$ cat src/hw/rtl/mbf_pkg.sv
// Shared types, register codes and constants for the masked box-mean fill block.
package mbf_pkg;

  // Configuration port
  localparam int CFG_IDX_W  = 2;
  localparam int CFG_DATA_W = 11;

  localparam logic [CFG_IDX_W-1:0] REG_IMAGE_WIDTH  = 2'd0;
  localparam logic [CFG_IDX_W-1:0] REG_IMAGE_HEIGHT = 2'd1;

  localparam int CFG_WIDTH_RESET  = 640;
  localparam int CFG_HEIGHT_RESET = 480;

  // Window geometry and arithmetic
  localparam int WIN        = 3;
  localparam int PIX_W      = 8;
  localparam int COLSUM_W   = 10;
  localparam int SUM_W      = 12;
  localparam int DIV9_SHIFT = 15;
  localparam logic [SUM_W-1:0] DIV9_MUL = 12'd3641;

  // One window column: three rows plus the mask of the middle row
  typedef struct packed {
    logic [PIX_W-1:0] top;
    logic [PIX_W-1:0] mid;
    logic             mid_mask;
    logic [PIX_W-1:0] bot;
  } column_t;

  // Which rows of the window fall inside the frame
  typedef struct packed {
    logic top_ok;
    logic bot_ok;
  } row_keep_t;

  // Per-word control carried down the pipeline
  typedef struct packed {
    logic last;
    logic top_ok;
    logic bot_ok;
    logic left_ok;
    logic right_ok;
  } ctl_t;

  // One result word
  typedef struct packed {
    logic [PIX_W-1:0] pixel;
    logic             last;
  } result_t;

  // Clamp a frame size register to 1..maxv
  function automatic int clamp_size(input logic [CFG_DATA_W-1:0] v, input int maxv);
    int r;
    if (v == '0) begin
      r = 1;
    end else if (int'(v) > maxv) begin
      r = maxv;
    end else begin
      r = int'(v);
    end
    return r;
  endfunction

endpackage

$ cat src/hw/rtl/mbf_out_fifo.sv
// Two-entry result queue that lets the input side keep going while a result waits.
module mbf_out_fifo
  import mbf_pkg::*;
(
  input  logic    clk,
  input  logic    rst,
  input  logic    push,
  input  result_t push_data,
  input  logic    pop,
  output logic    not_empty,
  output logic    full,
  output result_t head
);

  result_t    slot [2];
  logic       wr_ptr;
  logic       rd_ptr;
  logic [1:0] count;

  assign not_empty = (count != 2'd0);
  assign full      = (count == 2'd2);
  assign head      = slot[rd_ptr];

  // Store an incoming result
  always_ff @(posedge clk) begin
    if (push) begin
      slot[wr_ptr] <= push_data;
    end
  end

  // Advance pointers and track occupancy
  always_ff @(posedge clk) begin
    if (rst) begin
      wr_ptr <= 1'b0;
      rd_ptr <= 1'b0;
      count  <= 2'd0;
    end else begin
      if (push) begin
        wr_ptr <= ~wr_ptr;
      end
      if (pop) begin
        rd_ptr <= ~rd_ptr;
      end
      if (push && !pop) begin
        count <= count + 2'd1;
      end else if (pop && !push) begin
        count <= count - 2'd1;
      end
    end
  end

endmodule

$ cat config.mk
export PLATFORM = sky130hd
export DESIGN_NAME = mbf_out_fifo
export DESIGN_NICKNAME = d
export VERILOG_FILES = /design/src/hw/rtl/mbf_pkg.sv /design/src/hw/rtl/mbf_out_fifo.sv
export SDC_FILE = /design/constraint.sdc
export NUM_CORES = 1
export LEC_CHECK = 0
export ABC_AREA = 1
export BUFFER_PORTS_ARGS = -buffer_cell sky130_fd_sc_hd__buf_2
export CAP_MARGIN = 20
export CELL_PAD_IN_SITES_DETAIL_PLACEMENT = 1
export CELL_PAD_IN_SITES_GLOBAL_PLACEMENT = 2
export CORE_ASPECT_RATIO = 0.75
export CORE_MARGIN = 3
export CORE_UTILIZATION = 30
export CTS_CLUSTER_DIAMETER = 200
export DETAILED_ROUTE_END_ITERATION = 12
export PLACE_DENSITY = 0.69
export SYNTH_ARGS = -nofsm -noshare
export SYNTH_HDL_FRONTEND = slang
export SYNTH_SLANG_ARGS = --single-unit
$ cat constraint.sdc
create_clock -name clk -period 1.2 [get_ports clk]
set_input_delay 0.3 -clock clk [delete_from_list [all_inputs] [get_ports clk]]
set_output_delay 0.3 -clock clk [all_outputs]
set_load 0.02 [all_outputs]
==> Word level (Yosys, flattened, before mapping) <==
Memories as Yosys holds them, arrays and structs flattened. A register that Yosys moved wholly into a read port is not among the register bits.
Cells that the tools add are included.
Widths: inputs -> output; s select.
{ "totals": {"reg_bits": 4, "ram_bits": 18, "input_bits": 13, "elab_cells": 21, "n_memories": 1} }
{ "mem_list": {"columns": ["memory", "words", "width", "rd", "rd_ports_with_merged_regs", "wr", "line", "source"], "rows": [
  ["slot", 2, 9, 1, 1, 1, "mbf_out_fifo.sv:15", "result_t slot [2];"]
]} }
{ "op_classes": {"add_sub_neg": 2, "eq_ne": 1, "n_mux": 6, "n_bitwise": 2, "reduce_logical": 6} }
{ "ops": {"columns": ["operator", "n"], "rows": [
  ["$mux 1", 4],
  ["$mux 2", 2],
  ["$reduce_bool 2->1", 2],
  ["$add 2x1->2 const B", 1],
  ["$eq 2x2->1 const B", 1],
  ["$logic_and 1x1->1", 2],
  ["$logic_not 1->1", 2],
  ["$not 1->1", 2],
  ["$sub 2x1->2 const B", 1]
]} }

==> Longest topological paths before layout <==
{ "logic_depth": {"depth_word": 4, "ltp_mapped": 8, "depth_no_buf": 8} }

==> Worst setup path before layout <==
Ideal clock, no wire load.
{ "synth_timing": {"path_type": "input-to-reg", "from": "input port push", "to": "memory slot[0][0] in the netlist's numbering (enable)", "setup_ns": 0.374, "t_arrival_ns": 0.730, "setup_slack_ns": 0.096, "path_stages": 2, "n_path_buf": 0, "cell_sequence": "inv_1 -> nor2_1"} }
{ "synth_via": {"elab_chain_cells": 2} }
{ "synth_rtl": {"columns": ["item", "line", "source"], "rows": [
  ["start, declared", "mbf_out_fifo.sv:7", "input logic push,"],
  ["$mux 1", "mbf_out_fifo.sv:26", "if (push) begin"],
  ["$mux 1 (not written as such)", "mbf_out_fifo.sv:27", "slot[wr_ptr] <= push_data;"],
  ["end, declared", "mbf_out_fifo.sv:15", null]
]} }
No other way between the ends.

==> qor.yml <==
timing:
  whs_ns: 0.219
  fmax_mhz: 663
  hold_viol_final: 0
  skew_ns: 0.00208
  post-route-min-period_ns: 1.51
  tightest_slew_ns: 0.178
  worst_slack_ns: -0.307
  rsz0062_at_grt: "true"
  period_share: 1.26
  setup_viol: 9
  setup_tns_ns: -2.65
  slew_headroom: 0.881
  drv_slew: 0
floorplan:
  die_x_um: 69.8
  ioPinCount: 24
  initial_utilization: 0.332
  floorplan.die_area_mm2: 0.00376
  die_h_um: 53.9
  row_count: 16
  coreArea_mm2: 0.00276
layout:
  layout.cells.non_filler: 129
  layout_common_cells: "18 x edfxtp_1, 14 x buf_2, 9 x mux2_4, 8 x buf_6, 7 x inv_1"
  layout.nets: 108
  antenna_cells: 0
  layout_commonest_cell: "edfxtp_1"
  syn_to_final_growth_pct: 34.3
  final_util: 0.445
  drive_gt1_frac: 0.527
place:
  hpwl_um: 1210
  port_buffers: 23
  preCtsSetupSlack_ns: -0.0604
  dp_cells: 123
  place_congestion: 0.623
global_routing:
  overflow: 0
  antenna_found_initial: 0
  grt_pass1_wl_um: 2480
  grt_usage: 0.0917
  grt_pass1_vias: 523
  grt_max_degree: 14
yosys:
  ys_top_cells_by_area: "edfxtp_1 59%, mux2_4 15%, dfxtp_1 11%"
  synthCells: 61
  syn-num-nets: 75
  ys_ff_latch: 23
  synth.top_cell.area_share: 0.590
  synth.distinct_cells: 16
  netlist_area_um2: 916
  ys_warn_count: 0
  syn_area_per_cell_um2: 15.0
  yosys.area.top_type: "edfxtp_1"
  ys_seq_area_frac: 0.699
clocking:
  clock_sinks: 23
  cts_tree: "built"
  numCtsBuffers: 3
  cts_buffer_depth: 2
  ctsHoldBuffers: 0
  cts.clk_slew.worst_paths_ns: 0.08
  htreeDepth: 1
  insertion_delay_ns: 0.26
  cts-root-buf: "clkbuf_8"
detailed_routing:
  ant_nets: 0
  drc: 0
  vias: 554
  first_pass_iters: 3
  drt-total-wl_um: 1620
  viasPerCell: 4.29
  drtIter0Drc: 7
  wire_per_inst_um: 12.5
min_path:
  hold_depth: 1
  hold_path.class: "input pin to flip-flop"
  whs_endpoint: "slot[1][0]"
  holdCritStartpoint: "push_data[0]"
setup_path:
  crit_chain: "buf_12 > mux2_4 > buf_2"
  critPathCaptureType: "primary output"
  path_buf_inv: 2
  max_stage_delay_ns: 0.35
  r2r-start: "wr_ptr"
  critPathMaxFanout: 9
  rr_worst_depth: 3
  path_delay_family: "flip-flops"
  r2r_slack_ns: 0.22
  criticalPathCategory: "flip-flop to primary output"
  arrival_ns: 1.21
  crit_slowest_cell: "dfxtp_2"
  r2r-end: "slot[1][7]"
  worst_setup_path_start_kind: "flip-flop"
  cp_data_required_time_ns: 0.90
power_and_ir_drop:
  p_leak_nw: 0.537
  pwr_density_cell_mw_per_mm2: 1430
  peakVddDrop_mv: 0.572
run:
  cap_viol_max_count: 0
status:
  violations: "setup timing"
  status: "finished, violations left"
## logic make-up (layout without fill, tap and decap cells)
group	Yosys count	in the layout	synth area share
DFF	23	23	0.699
and+or+nand+nor	15	15	0.0697
buffers and inverters	10	42	0.0492
muxes	9	9	0.148
AOI/OAI and AO/OA	2	2	0.0109
adders and majority gates	1	1	0.0137
xor gates and xnor gates	1	1	0.00956
## worst max-delay path by stage
stage / cells after the start / from / slack [ns] / end
floorplan: 2 / push / 0.1 / slot[0][0]
global placement: 3 / flip-flop / -0.05 / head[5]
detailed placement: 3 / flip-flop / -0.06 / head[5]
CTS: 3 / flip-flop / -0.33 / head[5]
global route: 3 / flip-flop / -0.35 / head[7]
finish: 3 / flip-flop / -0.31 / head[7]
## Yosys cell counts, drive strengths merged
master,count
a21oi,1
buf,1
dfxtp,5
edfxtp,18
ha,1
inv,9
mux2,9
nand2,6
nand3,1
nand4,1
nor2,6
nor3,1
o21ai,1
xnor2,1
## layout make-up
type	count	area [µm²]
Multi-Input combinational cell	28	233
Fill cell	288	1530
Tap cell	36	45.0
Sequential cell	23	644
Timing Repair Buffer	29	225
Inverter	9	36.3
Clock buffer	3	41.3
Clock inverter	1	5.00
## what timing repair did
action	in CTS	in global routing
setup endpoints to repair	11	11
pin swaps	0	0
setup buffers	0	2
resized for setup	5	18
## flip-flops by register name, indices dropped and copies added (netlist names), named ones only
name    flops
count       2
rd_ptr      1
slot       18
wr_ptr      1
## where the power goes
group	switching [mW]	internal [mW]
logic	0.166	0.182
registers	0.0217	0.915
clock network	0.238	0.232
## per-stage QoR
| stage | power (mW) | instance area [µm²] |
|---|---|---|
| 2_1_floorplan | 1.14 | 916 |
| 3_3_place_gp | 1.23 | 1110 |
| 3_5_place_dp | 1.24 | 1110 |
| 4_1_cts | 1.72 | 1160 |
| 5_1_grt | 1.84 | 1230 |
| 6_report | 1.75 | 1230 |
## layer usage
metal  vias up  global-route usage  part of all wire
met4         0              0.0382             0.012
li1        271                   -                 -
met3         3              0.0448             0.057
met5         -                   0                 0
met2        13               0.141              0.50
met1       267               0.111              0.43
No activity file was read; power rests on OpenSTA's default activity.
