<file path="config.mk">
export PLATFORM = sky130hd
export DESIGN_NAME = mbf_col_cell
export DESIGN_NICKNAME = d
export VERILOG_FILES = /design/src/hw/rtl/mbf_pkg.sv /design/src/hw/rtl/mbf_col_cell.sv
export SDC_FILE = /design/constraint.sdc
export NUM_CORES = 1
export LEC_CHECK = 0
export ABC_AREA = 1
export BUFFER_PORTS_ARGS = -buffer_cell sky130_fd_sc_hd__buf_2
export CAP_MARGIN = 30
export CORE_MARGIN = 10
export CORE_UTILIZATION = 50
export CTS_CLUSTER_SIZE = 20
export DETAILED_ROUTE_END_ITERATION = 8
export GPL_TIMING_DRIVEN = 1
export PLACE_DENSITY = 0.84
export REMOVE_ABC_BUFFERS = 1
export SYNTH_ARGS = -nofsm -noshare
export SYNTH_HDL_FRONTEND = slang
export SYNTH_SLANG_ARGS = --single-unit
</file>
<file path="constraint.sdc">
create_clock -name clk -period 4.59 [get_ports clk]
set_input_delay 0.6885 -clock clk [delete_from_list [all_inputs] [get_ports clk]]
set_output_delay 0.6885 -clock clk [all_outputs]
set_load 0.03 [all_outputs]
</file>
<file path="src/hw/rtl/mbf_pkg.sv">
// Shared types, register codes and constants for the masked box-mean fill block.
package mbf_pkg;

  // Configuration port
  localparam int CFG_IDX_W  = 2;
  localparam int CFG_DATA_W = 11;

  localparam logic [CFG_IDX_W-1:0] REG_IMAGE_WIDTH  = 2'd0;
  localparam logic [CFG_IDX_W-1:0] REG_IMAGE_HEIGHT = 2'd1;

  localparam int CFG_WIDTH_RESET  = 640;
  localparam int CFG_HEIGHT_RESET = 480;

  // Window geometry and arithmetic
  localparam int WIN        = 3;
  localparam int PIX_W      = 8;
  localparam int COLSUM_W   = 10;
  localparam int SUM_W      = 12;
  localparam int DIV9_SHIFT = 15;
  localparam logic [SUM_W-1:0] DIV9_MUL = 12'd3641;

  // One window column: three rows plus the mask of the middle row
  typedef struct packed {
    logic [PIX_W-1:0] top;
    logic [PIX_W-1:0] mid;
    logic             mid_mask;
    logic [PIX_W-1:0] bot;
  } column_t;

  // Which rows of the window fall inside the frame
  typedef struct packed {
    logic top_ok;
    logic bot_ok;
  } row_keep_t;

  // Per-word control carried down the pipeline
  typedef struct packed {
    logic last;
    logic top_ok;
    logic bot_ok;
    logic left_ok;
    logic right_ok;
  } ctl_t;

  // One result word
  typedef struct packed {
    logic [PIX_W-1:0] pixel;
    logic             last;
  } result_t;

  // Clamp a frame size register to 1..maxv
  function automatic int clamp_size(input logic [CFG_DATA_W-1:0] v, input int maxv);
    int r;
    if (v == '0) begin
      r = 1;
    end else if (int'(v) > maxv) begin
      r = maxv;
    end else begin
      r = int'(v);
    end
    return r;
  endfunction

endpackage

</file>
<file path="src/hw/rtl/mbf_col_cell.sv">
// One window column cell: holds a column, passes it on, and forms its masked column sum.
module mbf_col_cell
  import mbf_pkg::*;
(
  input  logic                clk,
  input  logic                shift,
  input  column_t             col_in,
  input  row_keep_t           keep,
  input  logic                col_ok,
  output column_t             col_q,
  output logic [COLSUM_W-1:0] col_sum
);

  logic [COLSUM_W-1:0] top_v;
  logic [COLSUM_W-1:0] bot_v;

  // Take the neighbor's column on every accepted word
  always_ff @(posedge clk) begin
    if (shift) begin
      col_q <= col_in;
    end
  end

  // Drop rows and columns outside the frame
  always_comb begin
    top_v = keep.top_ok ? COLSUM_W'(col_q.top) : '0;
    bot_v = keep.bot_ok ? COLSUM_W'(col_q.bot) : '0;
    if (col_ok) begin
      col_sum = top_v + COLSUM_W'(col_q.mid) + bot_v;
    end else begin
      col_sum = '0;
    end
  end

endmodule

</file>
# Yosys cells after proc, flatten, opt, wreduce, memory -nomap -nowiden
# Cells that the tools add are included.
# word_totals
ff_bits	25
elab_cells	9
# op_classes
addsub	2
n_mux	3
# ops
operator	count
two-way mux 8 bit	2
adder 9 x 8 -> 10 bit	1
two-way mux 10 bit	1
adder 8 x 8 -> 9 bit	1

# Logic depth before layout (Yosys ltp)
# Gate-level depths: netlist (run 1).
# depth
ltp_word	4
depth_mapped	13
mapped_depth_nobuf	12

# Least setup slack after synthesis (run 1)
# No wires, ideal clock.
# synth_path
path_kind	input -> output
from	input keep[1] (netlist bit)
to	output col_sum[7]
t_arrival_ns	2.897
setup_slack_ns	1.004
stages	13
n_path_buf	1
path_cell_list	clkbuf_1 -> nand2_1 -> fa_1 -> inv_1 -> ha_1 -> fa_1 -> nand2_1 -> nand2_1 -> nand3_1 -> nand2_1 -> nand2_1 -> nand2_1 -> nor2_1
# synth_via
elab_chain_len	4
# synth_lines
element	line	rtl
start: declaration	mbf_col_cell.sv:8	input row_keep_t keep,
two-way mux 8 bit	mbf_col_cell.sv:26	top_v = keep.top_ok ? COLSUM_W'(col_q.top) : '0;
adder 8 x 8 -> 9 bit	mbf_col_cell.sv:29	col_sum = top_v + COLSUM_W'(col_q.mid) + bot_v;
adder 9 x 8 -> 10 bit	mbf_col_cell.sv:29	
two-way mux 10 bit	mbf_col_cell.sv:28	if (col_ok) begin
end: declaration	mbf_col_cell.sv:11	output logic [COLSUM_W-1:0] col_sum
# Every way passes these cells.

# Worst setup path in the final report (run 1)
# Ends and elaborated chain as after synthesis.

==> run summary, run 1 <==
Least-Margin Pin Slew: 0.514 ns
CTS clk-pin slew, worst paths: 0.12 ns
Status: finished clean
Hpwl dp: 2.77 mm
Power Dens Cells: 347 nW/um2
Setup-failing EPs final: 0
Initial DRC Count: 51
CP Launch Type: input port
Cell Chain, Critical Path: buf_2 -> nand2_1 -> fa_1 -> inv_1 -> ha_1 -> fa_1 -> nand2_1 -> nand2_1 -> nand3_1 -> nand2_1 -> nand2_1 -> nand2_1 -> nor2_1 -> buf_2
Final Max Tran Viols: 0
CP arrival: 2.83 ns
Number of global-route vias before repair: 1,093
Crit. End Element: primary output
Static Leak: 1.01 nW
Setup TNS: 0 ns
Critical Path RT: 3.90 ns
CTS Sinks: 25
Vias: 1,054
Initial Util: 0.524
CTS Buffer Depth: 2
Tightest Hold Check Type: in2reg
Fmax: 284 MHz
Num CTS Buffers: 3
Most common cell after layout, fill and taps aside: buf_2
WHS Path Cells: 1
Max reg flops: 25
Root buf cell: clkbuf_4
Slowest stage delay, CP: 0.52 ns
Distinct cells, synth: 20
Placed Area: 1800 um2
Count of warnings emitted by yosys: 0
Synth Instances: 138
Area delta synth->final: 25.4%
FP Rows: 19
Share of layout cells above drive strength 1: 0.374
RePlAce Congestion: 0.811
CTS tree: yes
Crit path time final: 3.52 ns
Biggest register: col_q
Die Wd: 74.0 um
Critical path depth in cells: 14
Post-CTS setup-driven buffer insertion count: 0
Drt via density: 4.50
Post-Syn Area: 1460 um2
Detail Route Antenna Nets: 0
Cts-stage hold buffer count: 0
Initial antenna violation count: 0
Core Box Area: 2780 um2
Final Instance Area: 1830 um2
Biggest regs: col_q (25)
Io pins: 65
NumNets Final: 250
Yosys reg bits: 25
Slew headroom: 0.658
CP most frequent cell: nand2_1
Drt pass-1 iters: 4
Seq/Total Area, Yosys: 0.515
Largest net degree at the start of global routing: 26
GRT Overall Usage: 0.111
Unrepaired setup endpoints after global routing: false
Crit path max-delay family: adder cells
Resize count post-CTS: 0
Worst VDD drop: 0.288 mV
Most frequent cells in the layout: buf_2 (64), nand2_1 (37), inv_1 (29), edfxtp_1 (25)
CP Buf/Inv Count: 3
CP Max Fanout: 8
Setup CP Type: in2out
Fin. Hold Viols: 0
CP max stage cell: fa_1
Post-route clock period utilization: 0.766
Chip Height: 74.0 um
First-pass GRT wire length: 4.89 mm
Max Cap Violations: 0
Max H-tree Level: 1
Mean area per synthesized cell: 10.6 um2
ANT cells: 0
WL final: 3.11 mm
Number of remaining DRC errors: 0
IO buf count: 64
Wire per inst: 13.3 um
Die area: 5470 um2
Grt total ovfl: 0
## cells in the mapped netlist
master / n / area [um2]
nor2_1: 9 / 33.8
a21oi_1: 4 / 20.0
ha_1: 7 / 87.6
nand3b_4: 1 / 20.0
buf_4: 1 / 7.51
fa_1: 9 / 180
nor2_2: 1 / 6.26
clkbuf_1: 2 / 7.51
and2_1: 1 / 6.26
nand2_1: 37 / 139
nand3_1: 2 / 10.0
o21ai_0: 1 / 5.00
edfxtp_1: 25 / 751
or2_4: 1 / 8.76
inv_1: 29 / 109
or2_1: 1 / 6.26
nand2_2: 2 / 12.5
xor2_1: 1 / 8.76
nand3_2: 2 / 20.0
a21oi_2: 2 / 17.5
## cell type report
cell class,count,area (um2)
sequential,25,751
multi-input combinational,81,582
inverter,29,109
fill,225,955
timing repair buffer,64,320
tap,31,38.8
clock buffer,4,26.3
## cells by family (layout without fill, tap and decap cells)
| kind of cell | count (synthesis) | count (layout) | synth area share |
|---|---|---|---|
| AO/OA/AOI/OAI | 7 | 7 | 0.0292 |
| XOR/XNOR | 1 | 1 | 0.00601 |
| flip-flops | 25 | 25 | 0.515 |
| buffers and inverters | 32 | 97 | 0.0851 |
| adder cells (fa/ha/maj) | 16 | 16 | 0.184 |
| AND/OR/NAND/NOR | 57 | 57 | 0.180 |
## path summary, 6_finish.rpt
path | from | endpoint | slack (ns)
setup / recovery | keep[1] | col_sum[7] | 1.07
hold / removal | col_in[5] | col_q[5] | 0.55
## stage by stage
stage | total power (W) | hold slack (ns) | setup slack [ns] | utilization | cells
2_1_floorplan | 0.000477 | 0.787 | 1.26 | - | 135
3_3_place_gp | 0.000547 | 0.865 | 1.15 | 0.647 | 230
3_5_place_dp | 0.000553 | 0.867 | 1.06 | 0.647 | 230
4_1_cts | 0.000641 | 0.544 | 1.06 | 0.657 | 234
5_1_grt | 0.000677 | 0.531 | 0.894 | 0.657 | 234
6_report | 0.000634 | 0.550 | 1.07 | 0.657 | 234
## routing by layer
metal | global-route usage | wire, um
met3 | 0.0332 | 191
met4 | 0.0248 | 25
met2 | 0.205 | 1700
met1 | 0.120 | 1190
met5 | 0 | 0
## where the power goes
part,internal (W),leakage (nW),switching (W),total (W)
Clock,0.0000339,0.0150,0.0000563,0.0000901
Combinational,0.0000886,0.746,0.000174,0.000262
Sequential,0.000272,0.245,0.00000982,0.000281
Power figures use the tool's default switching activity.
==> run 2, diff against run 1 <==
Settings changed: ABC_AREA 1 to 0, CORE_UTILIZATION 50 to 46, PLACE_DENSITY 0.84 to 0.79.
Clock period 4.59 ns to 3.65 ns, I/O delays scaled along.
==> run 2 against run 1 <==
  * Routed wire length grew 1.9%
  * Combinational power grew 25%
  * Sequential share of layout area grew 0.72 points
  * Cell area shrank 1.7%
  * Critical path type is now reg2out
  * Synthesized area shrank 3.1%
  * Critical endpoint unchanged
  * Die area grew 3.9%
  * Setup slack lost 0.88 ns
==> run summary, run 2 <==
Area delta synth->final: 27.2%
Root buf cell: clkbuf_4
Die Wd: 75.4 um (+1.9%)
Chip Height: 75.4 um (+1.9%)
CP Max Fanout: 2 (-6)
Crit path time final: 3.46 ns
IO buf count: 64 (unchanged)
Distinct cells, synth: 28 (+40%)
Final core occ: 0.598 (-0.0589)
Final Max Tran Viols: 0 (unchanged)
Largest family of logic cells by synthesized area: adder cells
Core Box Area: 3000 um2 (+8.0%)
Unrepaired setup endpoints after global routing: false
Top-count cell post-synth: edfxtp_1
Final Instance Area: 1800 um2 (-1.7%)
Non-Filler Instances: 202 (-14%)
Most frequent cells in the layout: buf_2 (64), edfxtp_1 (25), and2_1 (17), fa_1 (9)
Cts-stage hold buffer count: 0 (unchanged)
Clock share of power: 0.145 (+0.003)
Yosys reg bits: 25 (unchanged)
Num CTS Buffers: 3 (unchanged)
Drt via density: 4.97 (+10%)
Post-synthesis compound-gate area fraction: 0.0629 (+0.0337)
Post-Syn Area: 1410 um2 (-3.1%)
Number of remaining DRC errors: 0 (unchanged)
Post-synth EDFFs: 25 (unchanged)
Initial DRC Count: 66 (+29%)
Crit. End Element: primary output
Max Cap Violations: 0 (unchanged)
Die area: 5680 um2 (+3.9%)
Largest net degree at the start of global routing: 26 (unchanged)
Mean area per synthesized cell: 13.8 um2 (+31%)
Share of layout cells above drive strength 1: 0.420 (+0.0457)
Initial antenna violation count: 0 (unchanged)
CTS Sinks: 25 (unchanged)
Adder-cell area share of the yosys netlist: 0.190 (+0.00587)
Seq/Total Area, Yosys: 0.532 (+0.0165)
NumNets Final: 216 (-14%)
Fmax: 289 MHz
Cell internal pwr: 0.000506 W (+28%)
Synth Area in XOR/XNOR: 0.0124 (+0.00640)
WHS Path Cells: 1 (unchanged)
CTS clk-pin slew, worst paths: 0.12 ns (about the same)
Count of warnings emitted by yosys: 0 (unchanged)
Tightest Hold Check Type: in2reg
Detail Route Antenna Nets: 0 (unchanged)
Wire per inst: 15.7 um (+18%)
Initial Util: 0.470 (-0.0536)
Setup-failing EPs final: 0 (unchanged)
Biggest register: col_q
Hold path startpoint: col_in[9]
Biggest regs: col_q (25)
Fin. Hold Viols: 0 (unchanged)
Post-CTS setup-driven buffer insertion count: 0 (unchanged)
Critical Path RT: 3.10 ns (-0.80 ns)
Placed Area: 1770 um2 (-1.7%)
Setup TNS: 0 ns (unchanged)
Psw: 0.000291 W (+21%)
Max reg flops: 25 (unchanged)
CTS tree: yes
Max H-tree Level: 1 (unchanged)
Top area cells in the synthesized netlist: edfxtp_1 (53%), fa_1 (13%), and2_1 (7.5%)
Simple logic cell fraction of the synthesized area: 0.175 (-0.00577)
Synth Instances: 102 (-26%)
Most common cell after layout, fill and taps aside: buf_2
Status: finished clean
ANT cells: 0 (unchanged)
Number of global-route vias before repair: 1,120 (+2.5%)
Flop pwr share: 0.443 (about the same)
CP arrival: 2.91 ns (+0.08 ns)
Mux cell area share after synthesis: 0.00709 (+0.00709)
First-pass GRT wire length: 5.09 mm (+4.1%)
Hpwl dp: 2.75 mm (-0.69%)
Power Dens Cells: 444 nW/um2 (+28%)
Slew headroom: 0.650 (-0.00746)
Setup CP Type: reg2out
Static Leak: 0.845 nW (-16%)
RePlAce Congestion: 0.717 (-12%)
Placed insts: 198 (-14%)
GRT Overall Usage: 0.118 (+0.00700)
CP Launch Type: flop
Area leader, netlist: edfxtp_1
Top cell type's share of synthesized area: 0.532 (+0.0165)
Least-Margin Pin Slew: 0.525 ns (+0.0112 ns)
Post-route clock period utilization: 0.947
FP Rows: 20 (+1)
Sw Share: 0.365 (-0.0135)
Top cells by count, synth: edfxtp_1 (25), and2_1 (17), fa_1 (9), ha_1 (7), inv_1 (7)
Worst VDD drop: 0.309 mV (+7.2%)
CTS Buffer Depth: 2 (unchanged)
Grt total ovfl: 0 (unchanged)
Resize count post-CTS: 0 (unchanged)
Vias: 1,004 (-4.7%)
Ys async rst share: 0 (unchanged)
Io pins: 65 (unchanged)
Main synth FF type: edfxtp_1
Min-Delay Endpoint: col_q[9]
WL final: 3.17 mm (+1.9%)
Combinational share of power: 0.411 (-0.003)
Drt pass-1 iters: 4 (unchanged)
==> run 2: routing by layer <==
metal | up-vias | global-route usage | wire (um)
met5 | - | 0 | 0
met4 | 0 | 0.0495 | 47
met3 | 5 | 0.0534 | 317
met2 | 37 | 0.193 | 1570
met1 | 461 | 0.130 | 1240
li1 | 501 | - | -
==> run 2: worst max-delay path, cell delays in order, from the launching register on <==
cell	delay [ns]
edfxtp_1	0.38
inv_1	0.07
fa_1	0.53
inv_1	0.04
ha_1	0.21
fa_1	0.41
a21o_1	0.20
a221oi_2	0.24
nand2b_1	0.15
and3_1	0.16
buf_2	0.19
==> run 2: area by class of cell <==
cell class | count | area [um2]
timing repair buffer | 64 | 320
inverter | 7 | 26.3
sequential | 25 | 751
multi-input combinational | 69 | 631
clock buffer | 4 | 26.3
tap | 33 | 41.3
fill | 252 | 1210
==> run 2: kinds of logic after synthesis <==
kind of cell             count (synthesis)
buffers and inverters                    8
flip-flops                              25
multiplexers                             1
adder cells (fa/ha/maj)                 16
AND/OR/NAND/NOR                         38
XOR/XNOR                                 2
AO/OA/AOI/OAI                           12
==> run 2: how the worst max path moves through the flow <==
stage                          from          to  cells after the start
after floorplan           col_q[10]  col_sum[7]                      9
after detailed placement    keep[1]  col_sum[7]                     11
final                     col_q[10]  col_sum[7]                     10
after global placement      keep[1]  col_sum[7]                     11
after global routing      col_q[10]  col_sum[7]                     10
after CTS                 col_q[10]  col_sum[7]                     10
==> run 2: per-stage QoR <==
step	total power (W)	hold slack, ns	setup WS [ns]
after global placement	0.000681	0.724	0.264
final	0.000797	0.400	0.194
after CTS	0.000804	0.395	0.181
after floorplan	0.000591	0.646	0.465
after detailed placement	0.000691	0.726	0.197
after global routing	0.000853	0.373	0.0274
==> run 2: power by group through the flow <==
stage | sequential, W | combinational (W) | clock [W]
final | 0.000353 | 0.000328 | 0.000116
after global routing | 0.000356 | 0.000361 | 0.000136
after CTS | 0.000354 | 0.000332 | 0.000119
after detailed placement | 0.000360 | 0.000331 | 0
after global placement | 0.000360 | 0.000320 | 0
after floorplan | 0.000405 | 0.000186 | 0
==> run 3, diff against run 2 <==
Settings changed: CTS_BUF_LIST set to sky130_fd_sc_hd__clkbuf_8 sky130_fd_sc_hd__clkbuf_16.
==> run 3 against run 2 <==
  * Cell area is 1.0% higher
  * Combinational power hardly changed
  * Die area stayed put
  * Largest cell class unchanged
  * First-iteration DRC count is 1.5% higher
  * Routed wire length hardly changed
  * Setup slack better by 0.0031 ns
  * Via count stayed put
  * Core utilization is 0.62 points higher
  * Final cell count stayed put
  * Count of clock-buffer cells in the layout is 1 lower
==> run summary, run 3 (same netlist as run 2, synthesis figures left out) <==
Drt pass-1 iters: 4 (unchanged)
Initial antenna violation count: 0 (unchanged)
Slowest stage delay, CP: 0.50 ns (-0.03 ns)
Max Cap Violations: 0 (unchanged)
Detail Route Antenna Nets: 0 (unchanged)
WL final: 3.17 mm (about the same)
Io pins: 65 (unchanged)
RePlAce Congestion: 0.717 (unchanged)
Final Max Tran Viols: 0 (unchanged)
Biggest regs: col_q (25)
Die area: 5680 um2 (unchanged)
Number of remaining DRC errors: 0 (unchanged)
Setup CP Type: in2out
Resize count post-CTS: 0 (unchanged)
Post-CTS setup-driven buffer insertion count: 0 (unchanged)
Share of layout cells above drive strength 1: 0.420 (unchanged)
Worst VDD drop: 0.360 mV (+16%)
Vias: 1,004 (unchanged)
Setup TNS: 0 ns (unchanged)
Crit path max-delay family: adder cells
Crit. End Element: primary output
Most frequent cells in the layout: buf_2 (64), edfxtp_1 (25), and2_1 (17), fa_1 (9), inv_1 (8)
Pre-CTS setup slack: 0.197 ns (unchanged)
ANT cells: 0 (unchanged)
Slew headroom: 0.649 (-0.00134)
CP Launch Type: input port
Cell Chain, Critical Path: buf_2 -> nand2_1 -> fa_1 -> inv_1 -> ha_1 -> fa_1 -> a21o_1 -> a221oi_2 -> nand2b_1 -> and3_1 -> buf_2
Unrepaired setup endpoints after global routing: false
Sequential cell area: 751 um2 (unchanged)
Largest net degree at the start of global routing: 26 (unchanged)
Biggest register: col_q
Chip Height: 75.4 um (unchanged)
Num CTS Buffers: 3 (unchanged)
CTS clk-pin slew, worst paths: 0.08 ns (-0.04 ns)
GRT Overall Usage: 0.116 (-0.00218)
CP Max Fanout: 8 (+6)
Hpwl dp: 2.75 mm (unchanged)
Fill cell count: 251 (-0.40%)
Cts-stage hold buffer count: 0 (unchanged)
Static Leak: 0.857 nW (+1.4%)
Hold Worst Slack: 0.455 ns (+0.0555 ns)
Setup-failing EPs final: 0 (unchanged)
Initial Util: 0.470 (unchanged)
Min setup slack post-route: 0.197 ns (+0.00308 ns)
Max reg flops: 25 (unchanged)
Root buf cell: clkbuf_8
Most common cell after layout, fill and taps aside: buf_2
Crit path time final: 3.45 ns (-0.00308 ns)
Status: finished clean
CP Buf/Inv Count: 3 (unchanged)
Max H-tree Level: 1 (unchanged)
Fmax: 290 MHz (about the same)
Area of the multi-input gates: 631 um2 (unchanged)
Tightest Hold Check Type: in2reg
Initial DRC Count: 67 (+1.5%)
IO buf count: 64 (unchanged)
CTS Buffer Depth: 2 (unchanged)
Critical Path RT: 3.10 ns (about the same)
CTS tree: yes
Post-route clock period utilization: 0.946 (about the same)
First-pass GRT wire length: 5.08 mm (-0.27%)
CP max stage cell: fa_1
FP Rows: 20 (unchanged)
Power Dens Cells: 458 nW/um2 (+3.3%)
Tot Pwr: 0.000832 W (+4.4%)
Least-Margin Pin Slew: 0.527 ns (+0.00201 ns)
Drt via density: 4.97 (unchanged)
CTS Sinks: 25 (unchanged)
Area delta synth->final: 28.5%
Grt total ovfl: 0 (unchanged)
Wire per inst: 15.7 um (about the same)
Fin. Hold Viols: 0 (unchanged)
Number of global-route vias before repair: 1,119 (-0.089%)
NumNets Final: 216 (unchanged)
Core Box Area: 3000 um2 (unchanged)
CP arrival: 2.91 ns (about the same)
Die Wd: 75.4 um (unchanged)
-- run 3: final cells by class --
type	instances	share of cell area
clock inverter	1	0.00207
clock buffer	3	0.0228
timing repair buffer	64	0.177
multi-input combinational	69	0.348
sequential	25	0.414
inverter	7	0.0145
tap	33	0.0228
-- run 3: path summary, 6_finish.rpt --
kind,start,endpoint,slack (ns),cells past startpoint
worst max-delay path,keep[1],col_sum[7],0.20,11
worst min-delay path,col_in[9],col_q[9],0.46,1
-- run 3: metrics by stage --
stage,area (um2),util,cells
after global placement,1770,0.589,198
final,1810,0.604,202
after detailed placement,1770,0.589,198
after CTS,1810,0.604,202
after global routing,1810,0.604,202
after floorplan,1410,-,101
-- run 3: where the power goes --
part / total [W] / internal, W / switching, W / leakage (nW)
clock network: 0.000150 / 0.0000750 / 0.0000753 / 0.0269
logic: 0.000328 / 0.000122 / 0.000206 / 0.585
registers: 0.000353 / 0.000342 / 0.0000117 / 0.245
-- run 3: per-layer routing --
metal,up-vias,global-route usage,share of wire
met5,-,0,0
met4,0,0.0495,0.014
met3,5,0.0417,0.099
met2,37,0.194,0.50
met1,462,0.130,0.39
li1,500,-,-
